**src/hw/rtl/uclt_pkg.sv**
```systemverilog
// Shared constants, codes and control structs of the link tracker.
// No dependencies; used by the controller, datapath, top level and checker.
package uclt_pkg;

    localparam int PEND_DEPTH = 128;
    localparam int PEND_AW    = (PEND_DEPTH > 1) ? $clog2(PEND_DEPTH) : 1;
    localparam int PEND_FW    = $clog2(PEND_DEPTH + 1);
    localparam int PEND_SW    = $clog2(2 * PEND_DEPTH);

    localparam logic [16:0] TIMER_MAX = 17'h1FFFF;
    localparam logic [15:0] WRAP_HI   = 16'hFF00;
    localparam logic [15:0] WRAP_LO   = 16'h00FF;
    localparam logic [10:0] MIN_LEN   = 11'd16;

    localparam logic [31:0] RST_PROTOCOL_ID  = 32'd0;
    localparam logic [15:0] RST_TIMEOUT_MS   = 16'd10000;
    localparam logic [15:0] RST_HEARTBEAT_MS = 16'd1000;

    localparam logic [1:0] CFG_PROTOCOL_ID  = 2'd0;
    localparam logic [1:0] CFG_TIMEOUT_MS   = 2'd1;
    localparam logic [1:0] CFG_HEARTBEAT_MS = 2'd2;

    localparam logic [2:0] MODE_TICK       = 3'd0;
    localparam logic [2:0] MODE_PACKET     = 3'd1;
    localparam logic [2:0] MODE_CONNECT    = 3'd2;
    localparam logic [2:0] MODE_DISCONNECT = 3'd3;
    localparam logic [2:0] MODE_INPUT      = 3'd4;

    localparam logic [2:0] PT_ACCEPT      = 3'd0;
    localparam logic [2:0] PT_REJECT      = 3'd1;
    localparam logic [2:0] PT_SERVER_DISC = 3'd2;
    localparam logic [2:0] PT_SNAPSHOT    = 3'd3;

    localparam logic [1:0] LINK_DISC       = 2'd0;
    localparam logic [1:0] LINK_CONNECTING = 2'd1;
    localparam logic [1:0] LINK_CONNECTED  = 2'd2;

    localparam logic [1:0] PK_CONNECT    = 2'd0;
    localparam logic [1:0] PK_HEARTBEAT  = 2'd1;
    localparam logic [1:0] PK_INPUT      = 2'd2;
    localparam logic [1:0] PK_DISCONNECT = 2'd3;

    typedef enum logic [2:0] {
        REC_STATUS,
        REC_REFUSED,
        REC_HEARTBEAT,
        REC_CONNECT,
        REC_INPUT,
        REC_DISCONNECT
    } uclt_rec_t;

    typedef struct packed {
        logic        capture;
        logic        sum;
        logic        recv_upd;
        logic        hb_upd;
        logic        recv_clear;
        logic        hb_clear;
        logic        link_we;
        logic [1:0]  link_val;
        logic        track;
        logic        fill_clear;
        logic        push;
        logic        pop;
        logic        emit;
        uclt_rec_t   rec;
        logic        last;
    } uclt_cmd_t;

    typedef struct packed {
        logic [2:0] mode;
        logic [1:0] link;
        logic       pkt_ok;
        logic [2:0] ptype;
        logic       timeout;
        logic       hb_due;
        logic       fill_zero;
        logic       pop_ok;
        logic       out_free;
    } uclt_status_t;

endpackage

```
**src/hw/rtl/udp_client_link_tracker.sv**
```systemverilog
// Top level of the client link tracker: joins controller and datapath.
// Depends on uclt_pkg, uclt_ctrl and uclt_datapath.
//
//  channel   direction  handshake            payload
//  s_        in         s_tvalid / s_tready  s_tdata 112b, s_tuser 3b
//  m_        out        m_tvalid / m_tready  m_tdata 80b, m_tuser 3b, m_tlast
//  cfg_      in         cfg_we               cfg_index 2b, cfg_data 32b
//
// A request passes through accept, timer sums, execute and record load; a
// snapshot adds a queue trim that reads the head of the pending memory through
// its registered read port and compares it, popping entries while they are
// acknowledged; a second record adds another record load.
// Reset is synchronous: link state, sequences, timers, queue pointers and
// registers return to their defaults; the pending memory is not cleared.
// A stalled output holds its record; the controller waits before loading.
module udp_client_link_tracker (
    input  logic          aclk,
    input  logic          aresetn,
    input  logic          cfg_we,
    input  logic [1:0]    cfg_index,
    input  logic [31:0]   cfg_data,
    input  logic          s_tvalid,
    output logic          s_tready,
    // delta_ms, pkt_length, pkt_protocol_id, pkt_sequence, pkt_ack,
    // pkt_type, input_sequence, zero pad
    input  logic [111:0]  s_tdata,
    // mode
    input  logic [2:0]    s_tuser,
    output logic          m_tvalid,
    input  logic          m_tready,
    // packet_sequence, packet_ack, packet_ack_bits, link_state, refused,
    // pending_count, zero pad
    output logic [79:0]   m_tdata,
    // has_packet, packet_kind
    output logic [2:0]    m_tuser,
    output logic          m_tlast
);
    import uclt_pkg::*;

    uclt_cmd_t    cmd;
    uclt_status_t st;

    uclt_ctrl u_ctrl (
        .aclk     (aclk),
        .aresetn  (aresetn),
        .s_tvalid (s_tvalid),
        .s_tready (s_tready),
        .st       (st),
        .cmd      (cmd)
    );

    uclt_datapath u_dp (
        .aclk      (aclk),
        .aresetn   (aresetn),
        .cfg_we    (cfg_we),
        .cfg_index (cfg_index),
        .cfg_data  (cfg_data),
        .s_tdata   (s_tdata),
        .s_tuser   (s_tuser),
        .cmd       (cmd),
        .st        (st),
        .m_tvalid  (m_tvalid),
        .m_tready  (m_tready),
        .m_tdata   (m_tdata),
        .m_tuser   (m_tuser),
        .m_tlast   (m_tlast)
    );

endmodule

```
**src/hw/rtl/uclt_datapath.sv**
```systemverilog
// Datapath of the link tracker: config registers, link and sequence state,
// timers, pending queue memory and the output record register. Uses uclt_pkg.
module uclt_datapath (
    input  logic                  aclk,
    input  logic                  aresetn,
    input  logic                  cfg_we,
    input  logic [1:0]            cfg_index,
    input  logic [31:0]           cfg_data,
    input  logic [111:0]          s_tdata,
    input  logic [2:0]            s_tuser,
    input  uclt_pkg::uclt_cmd_t   cmd,
    output uclt_pkg::uclt_status_t st,
    output logic                  m_tvalid,
    input  logic                  m_tready,
    output logic [79:0]           m_tdata,
    output logic [2:0]            m_tuser,
    output logic                  m_tlast
);
    import uclt_pkg::*;

    logic [31:0] protocol_id_reg;
    logic [15:0] timeout_reg;
    logic [15:0] heartbeat_reg;

    logic [2:0]  mode_reg;
    logic [15:0] delta_reg;
    logic [10:0] plen_reg;
    logic [31:0] pid_reg;
    logic [15:0] pseq_reg;
    logic [15:0] pack_reg;
    logic [2:0]  ptype_reg;
    logic [15:0] iseq_reg;

    logic [1:0]  link_reg;
    logic [15:0] local_seq_reg;
    logic [15:0] remote_reg, remote_next;
    logic [31:0] ack_reg, ack_next;
    logic [16:0] recv_reg;
    logic [16:0] hb_reg;
    logic [16:0] recv_sat_reg;
    logic [16:0] hb_sat_reg;

    logic [15:0]        pend_mem [PEND_DEPTH];
    logic [15:0]        rdata_reg;
    logic [PEND_AW-1:0] head_reg, head_inc, wr_addr;
    logic [PEND_FW-1:0] fill_reg;
    logic [PEND_SW-1:0] wr_sum;
    logic               full;

    logic        out_valid_reg;
    logic        out_has_reg;
    logic [1:0]  out_kind_reg;
    logic [15:0] out_seq_reg;
    logic [15:0] out_ack_reg;
    logic [31:0] out_bits_reg;
    logic [1:0]  out_link_reg;
    logic        out_refused_reg;
    logic [7:0]  out_count_reg;
    logic        out_last_reg;

    logic [17:0] recv_sum, hb_sum;
    logic        newer, in_win;
    logic [15:0] diff;
    logic [4:0]  dm1;
    logic [31:0] bitmask, shifted;
    logic        rec_has;
    logic [1:0]  rec_kind;
    logic [15:0] rec_ack;
    logic [31:0] rec_bits;

    assign recv_sum = 18'(recv_reg) + 18'(delta_reg);
    assign hb_sum   = 18'(hb_reg) + 18'(delta_reg);

    always_comb begin
        newer   = (pseq_reg > remote_reg) || (remote_reg > WRAP_HI && pseq_reg < WRAP_LO);
        diff    = newer ? (pseq_reg - remote_reg) : (remote_reg - pseq_reg);
        in_win  = (diff != 16'd0) && (diff <= 16'd32);
        dm1     = 5'(diff - 16'd1);
        bitmask = 32'd1 << dm1;
        shifted = (diff == 16'd32) ? 32'd0 : (ack_reg << diff[4:0]);
        remote_next = remote_reg;
        ack_next    = ack_reg;
        if (newer) begin
            remote_next = pseq_reg;
            ack_next    = in_win ? (shifted | bitmask) : 32'd0;
        end else if (in_win) begin
            ack_next = ack_reg | bitmask;
        end
    end

    always_comb begin
        head_inc = (head_reg == PEND_AW'(PEND_DEPTH - 1)) ? '0 : head_reg + 1'b1;
        full     = (fill_reg == PEND_FW'(PEND_DEPTH));
        wr_sum   = PEND_SW'(head_reg) + PEND_SW'(fill_reg);
        if (wr_sum >= PEND_SW'(PEND_DEPTH)) begin
            wr_sum = wr_sum - PEND_SW'(PEND_DEPTH);
        end
        wr_addr = full ? head_reg : wr_sum[PEND_AW-1:0];
    end

    always_comb begin
        rec_has  = 1'b1;
        rec_kind = PK_CONNECT;
        rec_ack  = 16'd0;
        rec_bits = 32'd0;
        case (cmd.rec)
            REC_HEARTBEAT: begin
                rec_kind = PK_HEARTBEAT;
                rec_ack  = remote_reg;
                rec_bits = ack_reg;
            end
            REC_INPUT: begin
                rec_kind = PK_INPUT;
                rec_ack  = remote_reg;
                rec_bits = ack_reg;
            end
            REC_CONNECT:    rec_kind = PK_CONNECT;
            REC_DISCONNECT: rec_kind = PK_DISCONNECT;
            default:        rec_has  = 1'b0;
        endcase
    end

    always_comb begin
        st.mode      = mode_reg;
        st.link      = link_reg;
        st.pkt_ok    = (plen_reg >= MIN_LEN) && (pid_reg == protocol_id_reg);
        st.ptype     = ptype_reg;
        st.timeout   = (recv_sat_reg >= 17'(timeout_reg));
        st.hb_due    = (hb_sat_reg >= 17'(heartbeat_reg));
        st.fill_zero = (fill_reg == '0);
        st.pop_ok    = (rdata_reg <= pack_reg);
        st.out_free  = !out_valid_reg || m_tready;
    end

    always_ff @(posedge aclk) begin
        if (cmd.push) begin
            pend_mem[wr_addr] <= iseq_reg;
        end
        rdata_reg <= pend_mem[head_reg];
    end

    always_ff @(posedge aclk) begin
        if (cmd.capture) begin
            mode_reg  <= s_tuser;
            delta_reg <= s_tdata[15:0];
            plen_reg  <= s_tdata[26:16];
            pid_reg   <= s_tdata[58:27];
            pseq_reg  <= s_tdata[74:59];
            pack_reg  <= s_tdata[90:75];
            ptype_reg <= s_tdata[93:91];
            iseq_reg  <= s_tdata[109:94];
        end
        if (cmd.sum) begin
            recv_sat_reg <= recv_sum[17] ? TIMER_MAX : recv_sum[16:0];
            hb_sat_reg   <= hb_sum[17] ? TIMER_MAX : hb_sum[16:0];
        end
        if (cmd.emit) begin
            out_has_reg     <= rec_has;
            out_kind_reg    <= rec_kind;
            out_seq_reg     <= rec_has ? local_seq_reg : 16'd0;
            out_ack_reg     <= rec_ack;
            out_bits_reg    <= rec_bits;
            out_link_reg    <= link_reg;
            out_refused_reg <= (cmd.rec == REC_REFUSED);
            out_count_reg   <= 8'(fill_reg);
            out_last_reg    <= cmd.last;
        end
    end

    always_ff @(posedge aclk) begin
        if (!aresetn) begin
            protocol_id_reg <= RST_PROTOCOL_ID;
            timeout_reg     <= RST_TIMEOUT_MS;
            heartbeat_reg   <= RST_HEARTBEAT_MS;
            link_reg        <= LINK_DISC;
            local_seq_reg   <= '0;
            remote_reg      <= '0;
            ack_reg         <= '0;
            recv_reg        <= '0;
            hb_reg          <= '0;
            head_reg        <= '0;
            fill_reg        <= '0;
            out_valid_reg   <= 1'b0;
        end else begin
            if (cfg_we) begin
                case (cfg_index)
                    CFG_PROTOCOL_ID:  protocol_id_reg <= cfg_data;
                    CFG_TIMEOUT_MS:   timeout_reg     <= cfg_data[15:0];
                    CFG_HEARTBEAT_MS: heartbeat_reg   <= cfg_data[15:0];
                    default: ;
                endcase
            end
            if (cmd.link_we) begin
                link_reg <= cmd.link_val;
            end
            if (cmd.recv_clear) begin
                recv_reg <= '0;
            end else if (cmd.recv_upd) begin
                recv_reg <= recv_sat_reg;
            end
            if (cmd.hb_clear) begin
                hb_reg <= '0;
            end else if (cmd.hb_upd) begin
                hb_reg <= st.hb_due ? (hb_sat_reg - 17'(heartbeat_reg)) : hb_sat_reg;
            end
            if (cmd.track) begin
                remote_reg <= remote_next;
                ack_reg    <= ack_next;
            end
            if (cmd.fill_clear) begin
                head_reg <= '0;
                fill_reg <= '0;
            end else if (cmd.push) begin
                if (full) begin
                    head_reg <= head_inc;
                end else begin
                    fill_reg <= fill_reg + 1'b1;
                end
            end else if (cmd.pop) begin
                head_reg <= head_inc;
                fill_reg <= fill_reg - 1'b1;
            end
            if (cmd.emit && rec_has) begin
                local_seq_reg <= local_seq_reg + 16'd1;
            end
            if (cmd.emit) begin
                out_valid_reg <= 1'b1;
            end else if (m_tready) begin
                out_valid_reg <= 1'b0;
            end
        end
    end

    assign m_tvalid = out_valid_reg;
    assign m_tdata  = {5'd0, out_count_reg, out_refused_reg, out_link_reg,
                       out_bits_reg, out_ack_reg, out_seq_reg};
    assign m_tuser  = {out_kind_reg, out_has_reg};
    assign m_tlast  = out_last_reg;

endmodule

```
**src/hw/rtl/uclt_ctrl.sv**
```systemverilog
// Controller state machine of the link tracker: sequences each request
// through sum, execute, queue trim and record emission. Uses uclt_pkg.
module uclt_ctrl (
    input  logic                   aclk,
    input  logic                   aresetn,
    input  logic                   s_tvalid,
    output logic                   s_tready,
    input  uclt_pkg::uclt_status_t st,
    output uclt_pkg::uclt_cmd_t    cmd
);
    import uclt_pkg::*;

    typedef enum logic [2:0] {
        ST_IDLE,
        ST_SUM,
        ST_EXEC,
        ST_TRIM_RD,
        ST_TRIM_CMP,
        ST_EMIT1,
        ST_EMIT2
    } state_t;

    state_t    state_reg, state_next;
    uclt_rec_t rec_reg, rec_next;
    logic      second_reg, second_next;

    assign s_tready = (state_reg == ST_IDLE);

    always_comb begin
        cmd         = '0;
        cmd.rec     = REC_STATUS;
        state_next  = state_reg;
        rec_next    = rec_reg;
        second_next = second_reg;
        case (state_reg)
            ST_IDLE: begin
                if (s_tvalid) begin
                    cmd.capture = 1'b1;
                    state_next  = ST_SUM;
                end
            end
            ST_SUM: begin
                cmd.sum    = 1'b1;
                state_next = ST_EXEC;
            end
            ST_EXEC: begin
                rec_next    = REC_STATUS;
                second_next = 1'b0;
                state_next  = ST_EMIT1;
                case (st.mode)
                    MODE_TICK: begin
                        if (st.link != LINK_DISC) begin
                            cmd.recv_upd = 1'b1;
                            if (st.timeout) begin
                                cmd.link_we  = 1'b1;
                                cmd.link_val = LINK_DISC;
                            end else begin
                                cmd.hb_upd = 1'b1;
                                if (st.hb_due) begin
                                    rec_next    = REC_HEARTBEAT;
                                    second_next = (st.link == LINK_CONNECTING);
                                end
                            end
                        end
                    end
                    MODE_PACKET: begin
                        if (st.link != LINK_DISC && st.pkt_ok) begin
                            cmd.recv_clear = 1'b1;
                            cmd.track      = 1'b1;
                            if (st.ptype == PT_ACCEPT) begin
                                if (st.link == LINK_CONNECTING) begin
                                    cmd.link_we  = 1'b1;
                                    cmd.link_val = LINK_CONNECTED;
                                end
                            end else if (st.ptype inside {PT_REJECT, PT_SERVER_DISC}) begin
                                cmd.link_we  = 1'b1;
                                cmd.link_val = LINK_DISC;
                            end else if (st.ptype == PT_SNAPSHOT) begin
                                state_next = ST_TRIM_RD;
                            end
                        end
                    end
                    MODE_CONNECT: begin
                        if (st.link != LINK_DISC) begin
                            rec_next = REC_REFUSED;
                        end else begin
                            cmd.link_we    = 1'b1;
                            cmd.link_val   = LINK_CONNECTING;
                            cmd.recv_clear = 1'b1;
                            cmd.hb_clear   = 1'b1;
                            rec_next       = REC_CONNECT;
                        end
                    end
                    MODE_DISCONNECT: begin
                        if (st.link != LINK_DISC) begin
                            cmd.link_we    = 1'b1;
                            cmd.link_val   = LINK_DISC;
                            cmd.fill_clear = 1'b1;
                            rec_next       = REC_DISCONNECT;
                        end
                    end
                    MODE_INPUT: begin
                        if (st.link == LINK_CONNECTED) begin
                            cmd.push = 1'b1;
                            rec_next = REC_INPUT;
                        end
                    end
                    default: ;
                endcase
            end
            ST_TRIM_RD: begin
                state_next = st.fill_zero ? ST_EMIT1 : ST_TRIM_CMP;
            end
            ST_TRIM_CMP: begin
                if (st.pop_ok) begin
                    cmd.pop    = 1'b1;
                    state_next = ST_TRIM_RD;
                end else begin
                    state_next = ST_EMIT1;
                end
            end
            ST_EMIT1: begin
                if (st.out_free) begin
                    cmd.emit   = 1'b1;
                    cmd.rec    = rec_reg;
                    cmd.last   = !second_reg;
                    state_next = second_reg ? ST_EMIT2 : ST_IDLE;
                end
            end
            ST_EMIT2: begin
                if (st.out_free) begin
                    cmd.emit   = 1'b1;
                    cmd.rec    = REC_CONNECT;
                    cmd.last   = 1'b1;
                    state_next = ST_IDLE;
                end
            end
            default: state_next = ST_IDLE;
        endcase
    end

    always_ff @(posedge aclk) begin
        if (!aresetn) begin
            state_reg  <= ST_IDLE;
            rec_reg    <= REC_STATUS;
            second_reg <= 1'b0;
        end else begin
            state_reg  <= state_next;
            rec_reg    <= rec_next;
            second_reg <= second_next;
        end
    end

endmodule

```
**config.mk**
```make
export PLATFORM = sky130hd
export DESIGN_NAME = udp_client_link_tracker
export DESIGN_NICKNAME = d
export VERILOG_FILES = /design/src/hw/rtl/uclt_pkg.sv /design/src/hw/rtl/udp_client_link_tracker.sv /design/src/hw/rtl/uclt_datapath.sv /design/src/hw/rtl/uclt_ctrl.sv
export SDC_FILE = /design/constraint.sdc
export NUM_CORES = 2
export LEC_CHECK = 0
export BUFFER_PORTS_ARGS = -buffer_cell sky130_fd_sc_hd__buf_2
export CELL_PAD_IN_SITES_DETAIL_PLACEMENT = 0
export CELL_PAD_IN_SITES_GLOBAL_PLACEMENT = 1
export CORE_UTILIZATION = 25
export CTS_CLUSTER_DIAMETER = 200
export CTS_CLUSTER_SIZE = 12
export DETAILED_ROUTE_END_ITERATION = 8
export PLACE_DENSITY_LB_ADDON = 0.08
export RECOVER_POWER = 25
export SLEW_MARGIN = 25
export SYNTH_ARGS = -nofsm -noshare
export SYNTH_HDL_FRONTEND = slang
export SYNTH_SLANG_ARGS = --single-unit
```
**constraint.sdc**
```tcl
create_clock -name aclk -period 6.5 [get_ports aclk]
set_clock_uncertainty 0.2 [all_clocks]
set_input_delay 1.625 -clock aclk [delete_from_list [all_inputs] [get_ports aclk]]
set_output_delay 1.625 -clock aclk [all_outputs]
set_load 0.02 [all_outputs]
```
# Word level (Yosys, flattened, before mapping)
# Memories as Yosys holds them, arrays and structs flattened. A register that Yosys moved wholly into a read port is not among the register bits.
# Index checks and enable logic that the tools add are counted.
# word_totals
ff_bits	413
latchBits	0
mem_bits_rw	2048
mem_bits_ro	0
output_inout_bits	86
elab_cells	198
memories	1
# memory_table
memory	depth	word_bits	read_ports	rd_clocked_by_memory_dff	wr	line_no	source
u_dp.pend_mem	128	16	1	1	1	uclt_datapath.sv:43	logic [15:0] pend_mem [PEND_DEPTH];
# classes
n_addsub	12
mul	0
div	0
order_cmp	9
n_eq_ne	31
shifts	2
muxes	73
n_bitwise	3
reduce_logical	33
# op_table
cell	n
$mux 32	4
$or 32x32->32	2
$mux 3	20
$mux 7	6
$add 17x16->18	2
$ge 17x16->1	2
$eq 32x32->1	1
$shl 1x5->32 const A	1
$shl 32x5->32	1
$sub 16x16->16	2
$eq 3x2->1 const B	8
$mux 8	3
$pmux 3 s4	2
$mux 1	23
$pmux 3 s7	1
$eq 3x3->1 const B	6
$mux 17	1
$sub 17x16->17	1
$add 16x1->16 const B	1
$eq 16x6->1 const B	1
$gt 16x16->1	1
$gt 16x16->1 const B	1
$le 16x16->1	1
$le 16x6->1 const B	1
other kinds (37)	71

# Longest topological paths before layout
# logic_depth
ltp_word	9
ltp_mapped	22

# Modules after synthesis
# A second synthesis with hierarchy kept.
# unflattened
hier_cells	5415
area_unflattened_um2	101054.4
# modules_own_cells
module	n_inst	cells_each	area_per_inst_um2	seq_area_each_um2
uclt_datapath	1	5316	100377.5	72089.1
uclt_ctrl	1	99	676.9	140.1

# Worst setup path before layout
# Ideal clock, no wire load.
# synth_path
path_type	input-to-reg
start	in m_tready
end	reg u_dp.out_last_reg (netlist: u_dp.m_tlast), enable pin
arrival_time_ns	5.920
t_required_ns	5.758
slack_ns	-0.162
path_stages	4
path_buffers	1
path_cell_list	nand2b_1 -> clkbuf_1 -> nand2_1 -> a21oi_1
# synth_rtl
item	line_no	source
start: declaration	udp_client_link_tracker.sv:30	input logic m_tready,
end signal: assignment	uclt_datapath.sv:166	out_last_reg <= cmd.last;
end: declaration	uclt_datapath.sv:59	logic out_last_reg;

# Worst setup path after layout
# layout_path
start	reg u_dp.pseq_reg[9]
end	reg u_dp.ack_reg[22]
# layout_between
elab_chain_len	9
elab_cells_between_ends	22
cone_classes	add/sub (3); order compare (3); eq/ne (1); shift (2); mux (5); bitwise (2); reduce/logical (6)
# layout_lines
item	line_no	source
start: declaration	uclt_datapath.sv:29	logic [15:0] pseq_reg;
start signal: assignment	uclt_datapath.sv:148	pseq_reg <= s_tdata[74:59];
$lt 16x8->1	uclt_datapath.sv:75	newer = (pseq_reg > remote_reg) || (remote_reg > WRAP_HI && pseq_reg < WRAP_LO);
$logic_and 1x1->1	uclt_datapath.sv:75	
$logic_or 1x1->1	uclt_datapath.sv:75	
$mux 16	uclt_datapath.sv:76	diff = newer ? (pseq_reg - remote_reg) : (remote_reg - pseq_reg);
$shl 32x5->32, or another cell as far along	uclt_datapath.sv:80	shifted = (diff == 16'd32) ? 32'd0 : (ack_reg << diff[4:0]);
$mux 32 or $shl 1x5->32 (tied branches)	uclt_datapath.sv:80, uclt_datapath.sv:79	
$or 32x32->32 (on tied branches)	uclt_datapath.sv:85, uclt_datapath.sv:87	
$mux 32 (on tied branches)	uclt_datapath.sv:85, uclt_datapath.sv:86	
$mux 32	uclt_datapath.sv:83	if (newer) begin
end signal: assignment	uclt_datapath.sv:208	ack_reg <= ack_next;
end: declaration	uclt_datapath.sv:37	logic [31:0] ack_reg, ack_next;
# Parallel ways exist; a longest one is shown, timed or not. The select of a mux whose other input is x is not followed.
# A chain may end at the register's enable or synchronous reset.

==> impl_metrics.py <==
metrics = {
    "outcome": {
        "status": "finished with violations",
        "violations": "max-capacitance violations, max-slew violations",
    },
    "drt": {
        "wl_per_cell_um": 28.4,
        "postRouteAntennaNets": 0,
        "drc_errors": 0,
        "viasPerCell": 4.58,
        "drt-total-wl_um": 325000,
        "firstDrtPassIters": 5,
        "drtIter0Drc": 3924,
        "vias": 52412,
    },
    "yosys": {
        "yosysTopAreaCellShare": 0.674,
        "yosys_register_bits": 2473,
        "synthCells": 5515,
        "synth_flop_cell": "edfxtp_1",
        "synth_adder_area_share": 0.0168,
        "synth_top_family_by_area": "multiplexers",
        "async_flop_share": 0,
        "synth_warnings": 0,
        "synth.area.top_cells": "edfxtp_1 67%, mux4_2 15%, dfxtp_1 4.0%",
        "synth_compound_gate_area_share": 0.0379,
        "synth_top_cell_by_area": "edfxtp_1",
        "yosys.area_share.simple": 0.0471,
        "syn_area_um2": 101000,
        "synth_xor_area_frac": 0.00848,
        "muxShareOfSynthArea": 0.159,
        "synth-seq-area-share": 0.714,
        "syn_avg_cell_area_um2": 18.3,
        "yosysUniqueCellTypes": 91,
        "synth_edf_count": 2270,
    },
    "layout": {
        "largest_reg_flops": 2048,
        "regMostFlops": "u_dp.pend_mem",
        "finalNonFillerCells": 11442,
        "drive_above_1_share": 0.254,
        "area.growth.synth_to_final_pct": 15.0,
        "nets": 6218,
    },
    "clocking": {
        "cts-root-buf": "clkbuf_16",
        "cts_hold_buf": 0,
        "cts_resized": 0,
        "clk_latency_ps": 930,
        "post-cts-setup-buffers": 0,
        "h-tree-depth": 4,
        "cts_tree": "yes",
        "clk_pin_slew_ps": 70,
        "clock-sinks": 2473,
        "cts_buffer_depth": 4,
        "cts_buffers": 228,
    },
    "power_and_ir_drop": {
        "p_leak_nw": 35.3,
        "finalPower_w": 0.0330,
        "power_density_nw_per_um2": 284,
        "ir_worst_vdd_mv": 0.243,
    },
    "worst_setup_path": {
        "crit_path_start_kind": "flip-flop",
        "timing.critical_path.mode_cell": "mux2i_1",
        "crit_path_end_kind": "flip-flop",
        "arrival_ps": 6230,
        "crit_slowest_cell": "ha_1",
        "cp_max_fo": 28,
        "required_ps": 7130,
        "path_class": "reg -> reg",
        "crit_family": "simple AND/OR/NAND/NOR gates",
        "worst-path-buf-inv": 1,
        "slowest_delay_ps": 550,
        "path_cells": "ha_1 -> and4_1 -> nand4_1 -> o21ai_2 -> nand3_1 -> nor3_4 -> nor2_2 -> buf_4 -> a311o_1 -> mux2i_1 -> mux2i_1 -> o2bb2ai_1 -> a221oi_1 -> nor3_1 -> a21o_1",
    },
    "timing": {
        "slew_headroom": -1.44,
        "setup_violations": 0,
        "max_clock_freq_ghz": 0.179,
        "finalHoldWorstSlack_ps": 255,
        "final.period_utilization": 0.861,
        "max_slew.worst_pin.slew_ps": 3660,
        "hold_viol": 0,
        "slew_viol_final": 1305,
        "tns_ps": 0,
        "min_period_ps": 5600,
        "rsz0062_at_grt": "no",
    },
    "grt": {
        "grt_pass1_wl_um": 451000,
        "antenna_found_initial": 55,
        "grt_pass1_vias": 54706,
        "grt-ovfl-total": 0,
        "track_usage": 0.157,
        "grt_max_degree": 129,
    },
    "placement": {
        "portBuffers": 228,
        "dp_cells": 11106,
        "gp_congestion": 0.761,
        "dp_hpwl_um": 197000,
    },
    "die": {
        "io_pins": 240,
        "start_util": 0.251,
        "die_width_um": 638,
        "die-area_um2": 407000,
        "std_cell_rows": 233,
        "core_um2": 403000,
        "die_h_um": 638,
    },
    "flow_run": {
        "drv_cap": 21,
    },
    "worst_hold_path": {
        "hold_path.class": "reg -> reg",
    },
}
==> logic make-up after synthesis <==
group                    count (synthesis)
adder cells (fa/ha/maj)                132
AND/OR/NAND/NOR                       1027
multiplexers                           750
other                                    1
AO/OA/AOI/OAI                          609
XOR/XNOR                                98
buffers and inverters                  425
flip-flops                            2473
==> report_power, final <==
part           total (W)  switching (W)  internal (W)  leakage, nW
clock network     0.0125        0.00602       0.00644         3.00
logic            0.00253        0.00182      0.000707         10.3
registers         0.0180       0.000134        0.0179         22.0
total             0.0330        0.00797        0.0250         35.3
==> worst paths after layout <==
kind	startpoint	to	slack, ps	cells after the start
worst min-delay path	u_dp.timeout_reg[3]	u_dp.timeout_reg[3]	260	2
worst max-delay path	u_dp.pseq_reg[9]	u_dp.ack_reg[22]	900	15
worst max register to register	u_dp.pseq_reg[9]	u_dp.ack_reg[22]	900	15
worst min register to register	u_dp.timeout_reg[3]	u_dp.timeout_reg[3]	260	2
==> routing by layer <==
metal,global-route usage,routed length [um]
met5,0,90
met1,0.216,146000
met4,0.0342,7030
met3,0.0265,16400
met2,0.260,155000
==> tightest hold or removal path, cell delays in order (launching register included) <==
cell and delay [ps]:
dfxtp_1 310, nand2_1 50, a21oi_1 50
==> cell usage in the layout, fill, tap and decap left out, types with 61 or more instances in the layout <==
cell       instances
edfxtp_1        2270
mux4_2           683
nand2_1          355
clkbuf_16        232
nor2_1           221
a21oi_1          219
buf_4            219
buf_2            209
dfxtp_1          198
inv_1            125
ha_1             124
o21ai_0          117
clkbuf_1         112
nor2_2            78
and2_1            61
==> metrics by stage <==
step                worst slack, ps  instance area, um2   util
finish                          902              116000  0.289
global route                    397              116000  0.289
CTS                             830              116000  0.289
detailed placement              844              110000  0.274
global placement                792              110000  0.273
floorplan                      1610              101000      -
==> synth_stat cells, types with 38 or more instances <==
cell type,n
buf_1,53
and2_1,62
dfxtp_1,203
o21ai_0,119
nand2_1,363
nor3_1,53
nand3_1,60
a211oi_1,38
edfxtp_1,2270
inv_1,125
mux2i_1,39
mux4_2,683
xor2_1,45
clkbuf_1,204
ha_1,125
xnor2_1,53
a21oi_1,220
nor2_1,301
==> layout make-up <==
class | instances | area (um2)
Timing Repair Buffer | 480 | 3060
Antenna cell | 19 | 47.5
Tap cell | 5405 | 6760
Sequential cell | 2473 | 72200
Clock inverter | 8 | 114
Fill cell | 40003 | 287000
Inverter | 128 | 483
Multi-Input combinational cell | 2621 | 27500
Clock buffer | 308 | 6090
Note: power is estimated with default switching activity, not from simulation.
